<file path="src/hdl/hcbp_ram.sv">
// Generic simple dual-port RAM: one write port, one read port with
// registered read data. Depends on nothing.
module hcbp_ram #(
  parameter int WIDTH = 8,
  parameter int DEPTH = 256
) (
  input  logic                     clk,
  input  logic                     we,
  input  logic [$clog2(DEPTH)-1:0] waddr,
  input  logic [WIDTH-1:0]         wdata,
  input  logic                     re,
  input  logic [$clog2(DEPTH)-1:0] raddr,
  output logic [WIDTH-1:0]         rdata
);

  logic [WIDTH-1:0] mem [DEPTH];
  logic [WIDTH-1:0] rdata_r;

  // Write port
  always_ff @(posedge clk) begin
    if (we) begin
      mem[waddr] <= wdata;
    end
  end

  // Registered read, holds when not enabled
  always_ff @(posedge clk) begin
    if (re) begin
      rdata_r <= mem[raddr];
    end
  end

  assign rdata = rdata_r;

endmodule

</file>
<file path="config.mk">
export PLATFORM = sky130hd
export DESIGN_NAME = hcbp_ram
export DESIGN_NICKNAME = d
export VERILOG_FILES = /design/src/hdl/hcbp_ram.sv
export SDC_FILE = /design/constraint.sdc
export NUM_CORES = 2
export LEC_CHECK = 0
export ABC_AREA = 1
export BUFFER_PORTS_ARGS = -buffer_cell sky130_fd_sc_hd__buf_2
export CORE_MARGIN = 2
export CORE_UTILIZATION = 50
export CTS_BUF_LIST = sky130_fd_sc_hd__clkbuf_16
export CTS_CLUSTER_DIAMETER = 50
export DETAILED_ROUTE_END_ITERATION = 12
export GPL_TIMING_DRIVEN = 0
export MAX_ROUTING_LAYER = met4
export PLACE_DENSITY = 0.68
export RECOVER_POWER = 100
export SYNTH_ARGS = -nofsm -noshare
export SYNTH_HDL_FRONTEND = slang
export SYNTH_SLANG_ARGS = --single-unit
</file>
<file path="constraint.sdc">
create_clock -name clk -period 1.54 [get_ports clk]
set_input_delay 0.077 -clock clk [delete_from_list [all_inputs] [get_ports clk]]
set_output_delay 0.077 -clock clk [all_outputs]
set_load 0.01 [all_outputs]
</file>
Word-level counts from Yosys, hierarchy flattened:

Memories as Yosys holds them, arrays and structs flattened. A register that Yosys moved wholly into a read port is not among the register bits.
Index checks and enable logic that the tools add are counted.

* memory bits (writable): 2048
* latch bits: 0
* bits of input ports: 27
* output and inout bits: 8
* memories kept: 1
* register bits: 0
* word-level logic and storage cells: 3
* ROM bits: 0

* reductions and logical operators: 0
* equality and inequality tests: 0
* mux-type cells: 2
* div/mod/pow operators: 0
* magnitude comparators: 0
* multiply operators: 0
* add/subtract/negate cells: 0
* bitwise logic cells: 0
* shift operators: 0

Memory list
* mem: depth 256, bits a word 8, rd ports 1, clocked after Yosys merged registers in 1, write ports 1, line 16 `logic [WIDTH-1:0] mem [DEPTH];`

Operators with widths (number)
* two-way mux 1 bit: 2

Depth between registers and ports, before layout:

* depth after elaboration: 2
* gate-level depth with buffers: 15
* gate-level depth less buffers: 11

Worst setup path before layout:

No wires, ideal clock.

* path kind: in2reg
* from: input we
* to: memory mem[162][0] (enable)
* setup time: 0.370 ns
* cell stages on the path: 4
* path buffers: 2
* data arrival time: 1.198 ns
* data required time: 1.170 ns
* setup slack: -0.028 ns
* path through: clkbuf_1 nand3_1 clkbuf_1 nor2_1

* longest elaborated chain between the ends: 2

Ends and longest elaborated chain
* start, declared: line 8 `input logic we,`
* two-way mux 1 bit: line 21 `if (we) begin`
* two-way mux 1 bit (implied by the code): line 22 `mem[waddr] <= wdata;`
* end, declared: line 16

No other way between the ends.

==> metrics.md <==
| Metric | Value |
|---|---|
| Status | `finished, violations left` |
| Failing checks | `negative hold slack, max-capacitance violations, max-slew violations, negative setup slack` |
| Die ar. | `170200 sq um` |
| Post-synth EDFFs | `2056` |
| Clk buf depth | `3` |
| Hold Crit Endpoint | `rdata[1]` |
| Largest net degree at the start of global routing | `141` |
| Cells on worst reg2reg path | `10` |
| Std-Cell Rows | `about 150` |
| Clock buffer count from CTS | `217` |
| CTS tree | `built` |
| Final #Nets | `7326` |
| Post-synthesis xor/xnor area fraction | `0%` |
| Initial antenna violation count | `24` |
| Post-Route WL | `363000 um` |
| Min-delay src | `raddr[7]` |
| Top routing layer used | `met4` |
| #FFs+latches synth | `~2.1k` |
| Least-Margin Pin Slew | `1.582 ns` |
| CP delay by family, top | `buffers and inverters` |
| Post-synth ARST share | `0%` |
| Fraction of layout cells with a size suffix above 1 | `a little under a fifth` |
| Final worst setup slack | `-0.5028 ns` |
| 1st-pass router iterations | `11` |
| Pwr per Cell Area | `1277 nW/um^2` |
| Met3 WL | `49760 um` |
| Leakage | `0.03429 uW` |
| Clock Latency Late Sink | `0.90 ns` |
| Ys flop type | `edfxtp_1` |
| Die width | `412.6 um` |
| Switching power | `31600 uW` |
| WL met2 | `156600 um` |
| Worst-path clk slew | `0.06 ns` |
| Synthesized area | `approximately 83000 sq um` |
| Via count | `~63k` |
| Synth Area in Compound Gates | `0%` |
| Skew final | `0.04128 ns` |
| Post-Syn Nets | `about 7.0k` |
| Drt drc | `0` |
| Buf/Inv on CP | `3` |
| RSZ-0062 raised after global routing | `true` |
| Count leader, synth | `nand2_1` |
| Synthesis Warnings | `0` |
| Boundary Pins | `35` |
| CP Cell Sequence | `buf_2 > inv_2 > clkbuf_1 > nand3_2 > nand3_4 > nand3_4 > nand2_1 > nand2_1 > nand2_4` |
| ANT nets after route | `0` |
| Filler instances | `between 10k and 15k` |
| Clock power frac | `42.4%` |
| Die H | `412.6 um` |
| Critical path arrival | `2.78 ns` |
| Post-DP HPWL | `between 200000 and 250000 um` |
| Starting Density | `between 50% and 60%` |
| WL met1 | `129000 um` |
| CP peak stage delay | `1.10 ns` |
| Leading area contributor after synthesis | `edfxtp_1` |
| Crit path kind | `in -> reg` |
| Final setup violation count | `roughly 2.4k` |
| Worst path slowest cell | `clkbuf_1` |
| Sequential area share after synthesis | `73.96%` |
| Port Buffers | `27` |
| F_max | `489.5 MHz` |
| Post-synthesis cell count | `7003` |
| WL/cell | `37.44 um` |
| Worst reg-to-reg setup slack | `-0.39 ns` |
| Clk sinks | `2056` |
| Combinational family with the most area after synthesis | `simple AND/OR/NAND/NOR gates` |
| Crit path required time | `about 2.3 ns` |
| CTS Root Cell | `clkbuf_16` |
| Gp weighted congestion | `between 1 and 1.5` |
| Htree depth | `4` |
| Sequential Power Share | `49.3%` |
| Hold crit path type | `in -> reg` |
| Fin util | `59.38%` |
| Hold path depth | `3` |
| Max cap viols | `2` |
| CP Capture Type | `flip-flop` |
| Fin. max-slew vios | `123` |
| Worst-path fanout max | `10` |
| Startpoint Class | `input pin` |
| Tot Pwr | `125400 uW` |
| Area growth, synth to finish | `17.63%` |
| Combinational power share | `about 8.3%` |
| Sw Share | `25.21%` |
| Slew headroom | `-5.463%` |
| Final Critical Period | `2.043 ns` |
| Netlist cell types | `13` |
| Core area | `between 150000 and 200000 sq um` |
| Worst hold slack | `-0.1113 ns` |
| Commonest cells post-synth | `nand2_1, edfxtp_1, nand3_1` |
| Post-synthesis adder-cell area fraction | `0%` |
| CTS Hold Bufs | `9` |
| Avg Cell Area, Syn | `about 12 sq um` |
| Via count of the first global-routing pass | `approximately 57k` |
| Worst R2R Start | `mem[62][7]` |
| Worst R2R End | `rdata[7]` |
| GR Util All Layers | `43.63%` |
| Iter 0 DRT Violations | `11.28k` |
| Congestion Overflow GR | `0` |
| Area share of and/or/nand/nor cells after synthesis | `22.92%` |
| Cell-internal power | `93750 uW` |
| Yosys top cell area share | `73.96%` |
| Fin crit share | `132.7%` |
| Global-route wire length before repair | `480700 um` |
| Max VDD drop | `0.001245 V` |
| Routed vias/inst | `6.496` |
| Mux contribution to synthesized area | `0%` |
| Synth top area cells | `edfxtp_1, nand3_1, nand2_1, buf_2, nor2_1` |
| Final Hold Vio Count | `8` |
-- cell families (layout without fill, tap and decap cells) --
family        Yosys count  after routing
buf+inv               522           1007
simple gates         4425           4425
flops                2056           2056
other cells             0             21
-- cell type report --
class                      instances  area (sq um)  share of cell area (%)
antenna                           21         52.55                 0.05352
buffer                           483          2929                   2.983
clock buffer                     219          5480                   5.581
clock inverter                   189          1680                   1.711
inverter                          39         148.9                  0.1516
multi-input combinational       4425         22600                   23.02
sequential                      2056         61740                   62.88
tap                             2189          2739                   2.789
timing repair buffer              77         820.8                  0.8359
-- worst reg2reg max path, stage by stage, from the launching register on --
cell and delay (ns):
edfxtp_1 0.55, nand2_2 0.16, nand3_4 0.13, nand3_1 0.13
nand3_2 0.11, nand3_2 0.13, nand3_4 0.11, nand3_2 0.10
nand2_2 0.06, nand2_2 0.08, nand2_4 0.10
-- repair_timing --
action                                   CTS  global route
pin swaps                                 38            75
endpoints found under the setup margin  1569          1568
setup buffers                              1             8
gates resized for setup                  593           463
endpoints found under the hold margin   1306             8
-- routing by layer --
metal | global-route usage [%] | vias to the layer above
li1 | - | 25595
met1 | 55.60 | 30976
met2 | 61.84 | 5237
met3 | 12.31 | 1190
met4 | 26.98 | 0
met5 | - | -
-- stage by stage --
step	hold WS, ns	cell area [sq um]	instances	TNS, ns	worst slack (ns)
finish	-0.1113	98190	9698	-406.91	-0.5028
global route	-0.1353	98180	9692	-349.46	-0.3834
CTS	-0.1570	96590	9667	-139.12	-0.3367
floorplan	0.1759	83480	7003	-5.007	-0.02847
detailed placement	0.3640	87180	9249	-2220.75	-2.390
global placement	0.4865	86350	9219	-9153.73	-3.451
-- cell usage in the layout, fill, tap and decap left out, drive strengths merged --
master	count
buf	379
bufbuf	1
bufinv	23
clkbuf	374
clkdlybuf4s15	15
clkinv	97
clkinvlp	16
diode	21
dlygate4sd3	9
dlymetal6s4s	1
edfxtp	2056
inv	92
nand2	2123
nand3	2019
nor2	283
-- registers in the layout, summed over array words and instances, names as in the netlist --
| register | cells |
|---|---|
| mem | 2048 |
| rdata | 8 |
-- worst max path at each step --
| stage | start | end | slack, ns | cells past startpoint |
|---|---|---|---|---|
| floorplan | we | mem[162][0] | -0.03 | 4 |
| global placement | wdata[2] | mem[181][2] | -3.45 | 1 |
| detailed placement | raddr[1] | rdata[0] | -2.39 | 12 |
| CTS | mem[109][7] | rdata[7] | -0.34 | 10 |
| global route | mem[101][6] | rdata[6] | -0.38 | 10 |
| finish | raddr[4] | rdata[2] | -0.50 | 9 |
-- power by group through the flow --
| stage | sequential (uW) | clock (uW) | combinational, uW |
|---|---|---|---|
| 2_1_floorplan | 62900 | 0 | 3810 |
| 3_3_place_gp | 63200 | 0 | 8750 |
| 3_5_place_dp | 62900 | 0 | 8980 |
| 4_1_cts | 61700 | 52700 | 9540 |
| 5_1_grt | 61700 | 54700 | 10500 |
| 6_report | 61800 | 53200 | 10400 |
(Power assumes the default switching activity.)
