File: config.mk
export PLATFORM = sky130hd
export DESIGN_NAME = hcbp_packer
export DESIGN_NICKNAME = d
export VERILOG_FILES = /design/src/hdl/hcbp_pkg.sv /design/src/hdl/hcbp_packer.sv
export SDC_FILE = /design/constraint.sdc
export NUM_CORES = 1
export LEC_CHECK = 0
export BUFFER_PORTS_ARGS = -buffer_cell sky130_fd_sc_hd__buf_2
export CORE_MARGIN = 5
export CORE_UTILIZATION = 55
export DETAILED_ROUTE_END_ITERATION = 8
export PLACE_DENSITY_LB_ADDON = 0.05
export SLEW_MARGIN = 20
export SYNTH_ARGS = -nofsm -noshare
export SYNTH_HDL_FRONTEND = slang
export SYNTH_SLANG_ARGS = --single-unit
export TNS_END_PERCENT = 100
File: constraint.sdc
create_clock -name clk -period 3.9 [get_ports clk]
set_clock_uncertainty 0.05 [all_clocks]
set_input_delay 0.39 -clock clk [delete_from_list [all_inputs] [get_ports clk]]
set_output_delay 0.39 -clock clk [all_outputs]
set_load 0.005 [all_outputs]
File: src/hdl/hcbp_pkg.sv
// Package for the Huffman code bit packer: widths, command codes and
// the control struct shared between the top level and the packer stage.
// No dependencies.
package hcbp_pkg;

  // Fixed field widths
  localparam int WORD_BITS        = 32;
  localparam int CODE_BITS        = 24;
  localparam int LEN_BITS         = 5;
  localparam int ENTRY_BITS       = CODE_BITS + LEN_BITS;
  localparam int TABLE_DEPTH      = 256;
  localparam int SYM_BITS         = 8;
  localparam int USED_BITS        = 5;
  localparam int SUM_BITS         = USED_BITS + 1;
  localparam int MAX_CODE_LEN_DEF = 24;

  // Command codes carried in tuser
  localparam logic [1:0] CMD_LOAD   = 2'd0;
  localparam logic [1:0] CMD_ENCODE = 2'd1;
  localparam logic [1:0] CMD_FLUSH  = 2'd2;

  // Item held in the lookup stage while its table entry is read
  typedef struct packed {
    logic       vld;
    logic [1:0] cmd;
  } stage_t;

endpackage

File: src/hdl/hcbp_packer.sv
// Packer stage: appends the looked-up code to the pending word, emits full
// and flushed words through an output register. Depends on hcbp_pkg.
module hcbp_packer
  import hcbp_pkg::*;
(
  input  logic                  clk,
  input  logic                  rst_n,
  input  stage_t                stage,
  input  logic [ENTRY_BITS-1:0] entry,
  output logic                  adv,
  output logic                  out_tvalid,
  input  logic                  out_tready,
  output logic [WORD_BITS-1:0]  out_word,
  output logic                  out_last
);

  logic [WORD_BITS-1:0] pending_r, pending_nxt;
  logic [USED_BITS-1:0] used_r, used_nxt;
  logic                 out_vld_r, out_vld_nxt;
  logic [WORD_BITS-1:0] out_word_r, out_word_nxt;
  logic                 out_last_r, out_last_nxt;

  logic [LEN_BITS-1:0]    len;
  logic [CODE_BITS-1:0]   code;
  logic [CODE_BITS-1:0]   code_top;
  logic [2*WORD_BITS-1:0] ext;
  logic [2*WORD_BITS-1:0] joined;
  logic [SUM_BITS-1:0]    sum;
  logic                   emit;

  // Stage moves on when the output register is free or being drained
  assign adv = !out_vld_r || out_tready;

  // Keep only the top len bits of the code, align to the free position
  assign len      = entry[ENTRY_BITS-1 -: LEN_BITS];
  assign code     = entry[CODE_BITS-1:0];
  assign code_top = code & ~({CODE_BITS{1'b1}} >> len);
  assign ext      = {code_top, {(2*WORD_BITS-CODE_BITS){1'b0}}} >> used_r;
  assign joined   = {pending_r, {WORD_BITS{1'b0}}} | ext;
  assign sum      = SUM_BITS'(used_r) + SUM_BITS'(len);

  // Next state of the pending word and output register
  always_comb begin
    pending_nxt  = pending_r;
    used_nxt     = used_r;
    emit         = 1'b0;
    out_word_nxt = out_word_r;
    out_last_nxt = out_last_r;
    if (stage.vld && adv) begin
      unique case (stage.cmd)
        CMD_ENCODE: begin
          if (len != '0) begin
            if (sum >= SUM_BITS'(WORD_BITS)) begin
              emit         = 1'b1;
              out_word_nxt = joined[2*WORD_BITS-1:WORD_BITS];
              out_last_nxt = 1'b0;
              pending_nxt  = joined[WORD_BITS-1:0];
              used_nxt     = USED_BITS'(sum - SUM_BITS'(WORD_BITS));
            end else begin
              pending_nxt  = joined[2*WORD_BITS-1:WORD_BITS];
              used_nxt     = USED_BITS'(sum);
            end
          end
        end
        CMD_FLUSH: begin
          emit         = 1'b1;
          out_word_nxt = pending_r;
          out_last_nxt = 1'b1;
          pending_nxt  = '0;
          used_nxt     = '0;
        end
        default: begin
          // load and unknown commands leave the packer alone
        end
      endcase
    end
    if (emit) begin
      out_vld_nxt = 1'b1;
    end else if (out_tready) begin
      out_vld_nxt = 1'b0;
    end else begin
      out_vld_nxt = out_vld_r;
    end
  end

  // Control registers
  always_ff @(posedge clk) begin
    if (!rst_n) begin
      pending_r <= '0;
      used_r    <= '0;
      out_vld_r <= 1'b0;
    end else begin
      pending_r <= pending_nxt;
      used_r    <= used_nxt;
      out_vld_r <= out_vld_nxt;
    end
  end

  // Output payload
  always_ff @(posedge clk) begin
    out_word_r <= out_word_nxt;
    out_last_r <= out_last_nxt;
  end

  assign out_tvalid = out_vld_r;
  assign out_word   = out_word_r;
  assign out_last   = out_last_r;

endmodule

# Yosys cells after proc, flatten, opt, wreduce, memory -nomap -nowiden
# Index checks and enable logic that the tools add are counted.
dict set report word_totals {
  ff_bits 71
  input_bits 35
  output_inout_bits 35
  wordCells 43
}
dict set report op_classes {
  addsub 2
  magnitude_cmp 1
  n_eq_ne 4
  n_shift 2
  mux 18
  bitwise_logic 3
  reduce_logical 8
}
# operator n
set op_table {}
lappend op_table {{32-bit 2-to-1 mux} 4}
lappend op_table {{32-bit case mux with 2 select lines} 2}
lappend op_table {{64-bit OR} 1}
lappend op_table {{64-bit by 5-bit right shift with 64-bit output} 1}
lappend op_table {{24-bit bitwise AND} 1}
lappend op_table {{24-bit inverter} 1}
lappend op_table {{24-bit by 5-bit right shift with 24-bit output (first input constant)} 1}
lappend op_table {{5-bit 2-to-1 mux} 2}
lappend op_table {{5-bit case mux with 2 select lines} 1}
lappend op_table {{1-bit 2-to-1 mux} 7}
lappend op_table {{5-bit by 5-bit adder with 6-bit output} 1}
lappend op_table {{6-bit >= comparator (second input constant)} 1}
lappend op_table {{5-bit nonzero test} 1}
lappend op_table {{5-bit by 1-bit subtractor with 5-bit output (second input constant)} 1}
lappend op_table {{2-bit != test (second input constant)} 2}
lappend op_table {{1-bit case mux with 2 select lines} 2}
lappend op_table {{4-bit AND reduction} 1}
lappend op_table {{2-bit nonzero test} 2}
lappend op_table {{3-bit AND reduction} 1}
lappend op_table {{2-bit by 1-bit equality test with 1-bit output (second input constant)} 1}
lappend op_table {{2-bit equality test (second input constant)} 1}
lappend op_table {{1-bit logical AND} 1}
lappend op_table {{1-bit logical NOT} 1}
lappend op_table {{1-bit logical OR} 1}

# Logic depth before layout (Yosys ltp)
dict set report depth {
  depth_word 8
  ltp_mapped 11
  mapped_depth_nobuf 8
}

# Least setup slack after synthesis
# Ideal clock, no wire load.
dict set report synth_path {
  path_kind {input -> register}
  from {input stage[0] (netlist bit)}
  to {register out_last_r (netlist: out_last), enable pin}
  t_arrival_ns 2.959
  required_ns 3.416
  setup_slack_ns 0.456
  cell_stages 7
  n_path_buf 2
  cell_sequence {inv_1 > ha_1 > clkbuf_1 > nand2b_1 > a21o_1 > buf_1 > a21oi_1}
}
dict set report synth_via {
  elab_chain_len 3
  elab_cells_between_ends 6
  classes_between {eq/ne: 4; reduce/logical: 2}
}
# item line_no
set synth_lines {}
lappend synth_lines {{start, declared} hcbp_packer.sv:8} ;# input stage_t stage,
lappend synth_lines {{2-bit by 1-bit equality test with 1-bit output / 2-bit equality test (equally long branches)} hcbp_packer.sv:50} ;# unique case (stage.cmd)
lappend synth_lines {{2-bit != test (no source line) / 2-bit nonzero test (equally long branches)} --}
lappend synth_lines {{4-bit AND reduction (no source line) *} --}
lappend synth_lines {{end signal, assigned} hcbp_packer.sv:102} ;# out_last_r <= out_last_nxt;
lappend synth_lines {{end, declared} hcbp_packer.sv:21} ;# logic out_last_r, out_last_nxt;
# Mark *: on every way between the ends. The rest lies on a longest branch, timed or not.
# A chain may end at the register's enable or synchronous reset.

# Final worst setup path
dict set report layout_path {
  from {register used_r[0]}
  to {register pending_r[8]}
}
dict set report layout_via {
  elab_chain_len 5
  elab_cells_between_ends 7
  classes_between {add/sub: 1; order compare: 1; shift: 1; mux: 3; bitwise: 1}
}
# item line_no
set layout_lines {}
lappend layout_lines {{start, declared} hcbp_packer.sv:18} ;# logic [USED_BITS-1:0] used_r, used_nxt;
lappend layout_lines {{start signal, assigned} hcbp_packer.sv:94} ;# used_r <= used_nxt;
lappend layout_lines {{5-bit by 5-bit adder with 6-bit output / 64-bit by 5-bit right shift with 64-bit output (equally long branches)} {hcbp_packer.sv:40, hcbp_packer.sv:38}}
lappend layout_lines {{6-bit >= comparator / 64-bit OR (equally long branches)} {hcbp_packer.sv:53, hcbp_packer.sv:39}}
lappend layout_lines {{32-bit 2-to-1 mux *} hcbp_packer.sv:53} ;# if (sum >= SUM_BITS'(WORD_BITS)) begin
lappend layout_lines {{32-bit 2-to-1 mux *} hcbp_packer.sv:52} ;# if (len != '0) begin
lappend layout_lines {{32-bit case mux with 2 select lines *} hcbp_packer.sv:50}
lappend layout_lines {{end signal, assigned} hcbp_packer.sv:93} ;# pending_r <= pending_nxt;
lappend layout_lines {{end, declared} hcbp_packer.sv:17} ;# logic [WORD_BITS-1:0] pending_r, pending_nxt;
# Mark *: on every way between the ends. The rest lies on a longest branch, timed or not. The select of a mux whose other input is x is not followed.

==> run metrics <==
Total GRT Usage 0.316; cell count after synthesis between 600 and 700; Chip Width 108 um; commonest non-fill, non-tap cells in the layout buf_2 (69), nor2_1 (56), nand2_1 (49), o21ai_0 (42), dfxtp_1 (38); sequential share of the synthesized area 0.334; final hold viol count 0; commonest non-fill, non-tap cell in the layout buf_2; post-CTS setup buffers 0; grt met2 use 0.491; pre-CTS WS 0.609 ns; Fmax about 0.33 GHz; Synth Register Bits a little over 70; Post-route DRC 0; hold_ws around 0.28 ns; max incr delay on CP between 0.7 and 0.8 ns; TritonCTS clock tree built; synthesized area 5250 sq um; initial antenna violation count 0; first-pass GRT wire length 28,400 um; CTS buffer count 9; CP Data Required Time 4.11 ns; Finish-stage setup viols 0; internal power approximately 1.4 mW; Synth area leader edfxtp_1; Mapped Avg Cell Area between 8 and 9 sq um; nets between 700 and 800; fill cell count about 810; GRT Residual Overflow 0; CP cell instances ha_1 -> a211oi_1 -> nor2_1 -> o22a_1 -> o21bai_4 -> and2_1 -> a222oi_1 -> inv_1; via density per instance 7.02; busiest grt layer met2; vias in the first global route 5,131; io pins 70; P_leak roughly 2.3 nW; CP endpoint kind register; ANT nets after route 0; hold_sp out_tready; Clock power frac 0.354; Hold Buf Count CTS 0; CP Max Fanout 15; Synth Flop Type dfxtp_1; Setup WS post-layout 0.862 ns; Max VDD drop between 0.2 and 0.25 mV; 1st-pass router iterations 7; Worst Setup SP used_r[0]$_SDFFE_PN0P_; placed insts 777; post-synthesis cell type count between 80 and 90; share of flip-flops with an asynchronous set or reset 0; post-synth net total ~650; via count roughly 5,600; RSZ-0062 raised after global routing no; Starting DRT DRC Count between 700 and 800; share of cells above drive strength 1 0.206; clock sinks 71; Worst Path Buf+Inv 1; DRT Wirelength 18,400 um; PortBufs 69; Max Transition Viols Final 0; GP Congestion 0.983; clk root buf clkbuf_8; std cell rows 35; HPWL after DPL around 14,000 um; grt met3 use 0.0696; CTS Buffer Depth 2; Gate power share 0.246; Final Util 0.636; depth of the CTS H-tree 3; Post-synth EDFFs 33; Post-CTS Resized 0; grt met1 use 0.436; Pwr Density 354 nW/um^2; Crit-path slowest cell dfxtp_1; status complete, no violations; CP delay by family, top compound AO/OA/AOI/OAI gates; CORE AREA 9280 sq um; critical path type register to register; Sw Share 0.318; Initial Utilization 0.565; final setup TNS 0 ns; worst min-delay path class input pin to register; Max Cap Violations 0; wire per inst 23.2 um; top area cells in the synthesized netlist edfxtp_1 (19%), dfxtp_1 (14%), nor2_1 (4.0%); minimum clock period ~3.0 ns; CTS clk-pin slew, worst paths 0.09 ns; largest net degree at the start of global routing 43; # diodes 0; relative slew slack 0.419; Reg power frac 0.400; r2r startpoint used_r[0]$_SDFFE_PN0P_; Die H 108 um; die area between 10,000 and 15,000 sq um; worst-margin pin slew around 0.87 ns; later-pin clock latency in the skew report 0.36 ns; area share of the largest cell type after synthesis 0.189; yosys warns 0; fin crit share 0.779; CP arrival around 3.2 ns; switching pwr 0.665 mW; area grow syn2layout 12.5%; non-filler cells, final 793; CP startpoint kind register
[cells by family (layout without fill, tap and decap cells)]
logic type                 count (synthesis)  after routing  share of synthesized area
AOI/OAI and AO/OA                        241            241                      0.333
muxes                                     34             34                     0.0801
DFF                                       71             71                      0.334
and+or+nand+nor                          187            187                      0.171
xor gates and xnor gates                   2              2                    0.00334
buffers and inverters                     68            121                     0.0579
adders and majority gates                  8              8                     0.0205
[stage by stage]
stage / instance area [sq um] / total power [mW]
2_1_floorplan: 5250 / 1.18
3_3_place_gp: 5660 / 1.35
3_5_place_dp: 5660 / 1.35
4_1_cts: 5910 / 2.07
5_1_grt: 5910 / 2.15
6_report: 5910 / 2.09
[final cells by class]
cell class	instances	area (sq um)	area share
multi-input cells	472	3200	0.543
flip-flops and latches	71	1750	0.297
repair buffers	86	473	0.0801
well taps	129	161	0.0273
clock buffers	9	124	0.0210
clock inverters	7	120	0.0203
inverters	19	71.3	0.0121
[flip-flops by register name (all words and copies together), names as in the netlist]
register / count
out_word: 32
pending_r: 32
used_r: 5
out_last: 1
out_tvalid: 1
[worst paths after layout]
path                                to  slack [ns]  depth (start not counted)
max          pending_r[8]$_SDFFE_PN0P_        0.86                          8
min            out_tvalid$_SDFFE_PN0P_        0.28                          3
max reg2reg  pending_r[8]$_SDFFE_PN0P_        0.86                          8
min reg2reg  pending_r[4]$_SDFFE_PN0P_        0.42                          2
[cells in the mapped netlist (all sizes together), types with 9 or more instances]
cell / count
buf: 23
a211oi: 11
a21oi: 37
clkbuf: 26
mux2: 11
nand2: 49
a221o: 9
o22ai: 12
mux2i: 19
nor2: 56
o211ai: 12
o21ai: 48
a22oi: 11
dfxtp: 38
edfxtp: 33
nand3: 16
inv: 17
nor3: 13
a21o: 15
o21bai: 11
[tightest hold or removal path, delay by kind of cell]
kind,cells,cell delay (ns)
AND/OR/NAND/NOR,1,0.12
buffers and inverters,1,0.07
AO/OA/AOI/OAI,1,0.07
[metal layers]
layer  wire length, um  share of wire
met2              8340           0.45
met5                 0              0
met3              2070           0.11
met4               643          0.035
met1              7340           0.40
[power by group through the flow]
| stage | Sequential (mW) | Combinational, mW | Clock [mW] |
|---|---|---|---|
| 3_3_place_gp | 0.851 | 0.497 | 0 |
| 3_5_place_dp | 0.852 | 0.495 | 0 |
| 6_report | 0.835 | 0.514 | 0.740 |
| 5_1_grt | 0.837 | 0.544 | 0.773 |
| 2_1_floorplan | 0.849 | 0.330 | 0 |
| 4_1_cts | 0.834 | 0.498 | 0.738 |
Note: power is estimated with default switching activity, not from simulation.
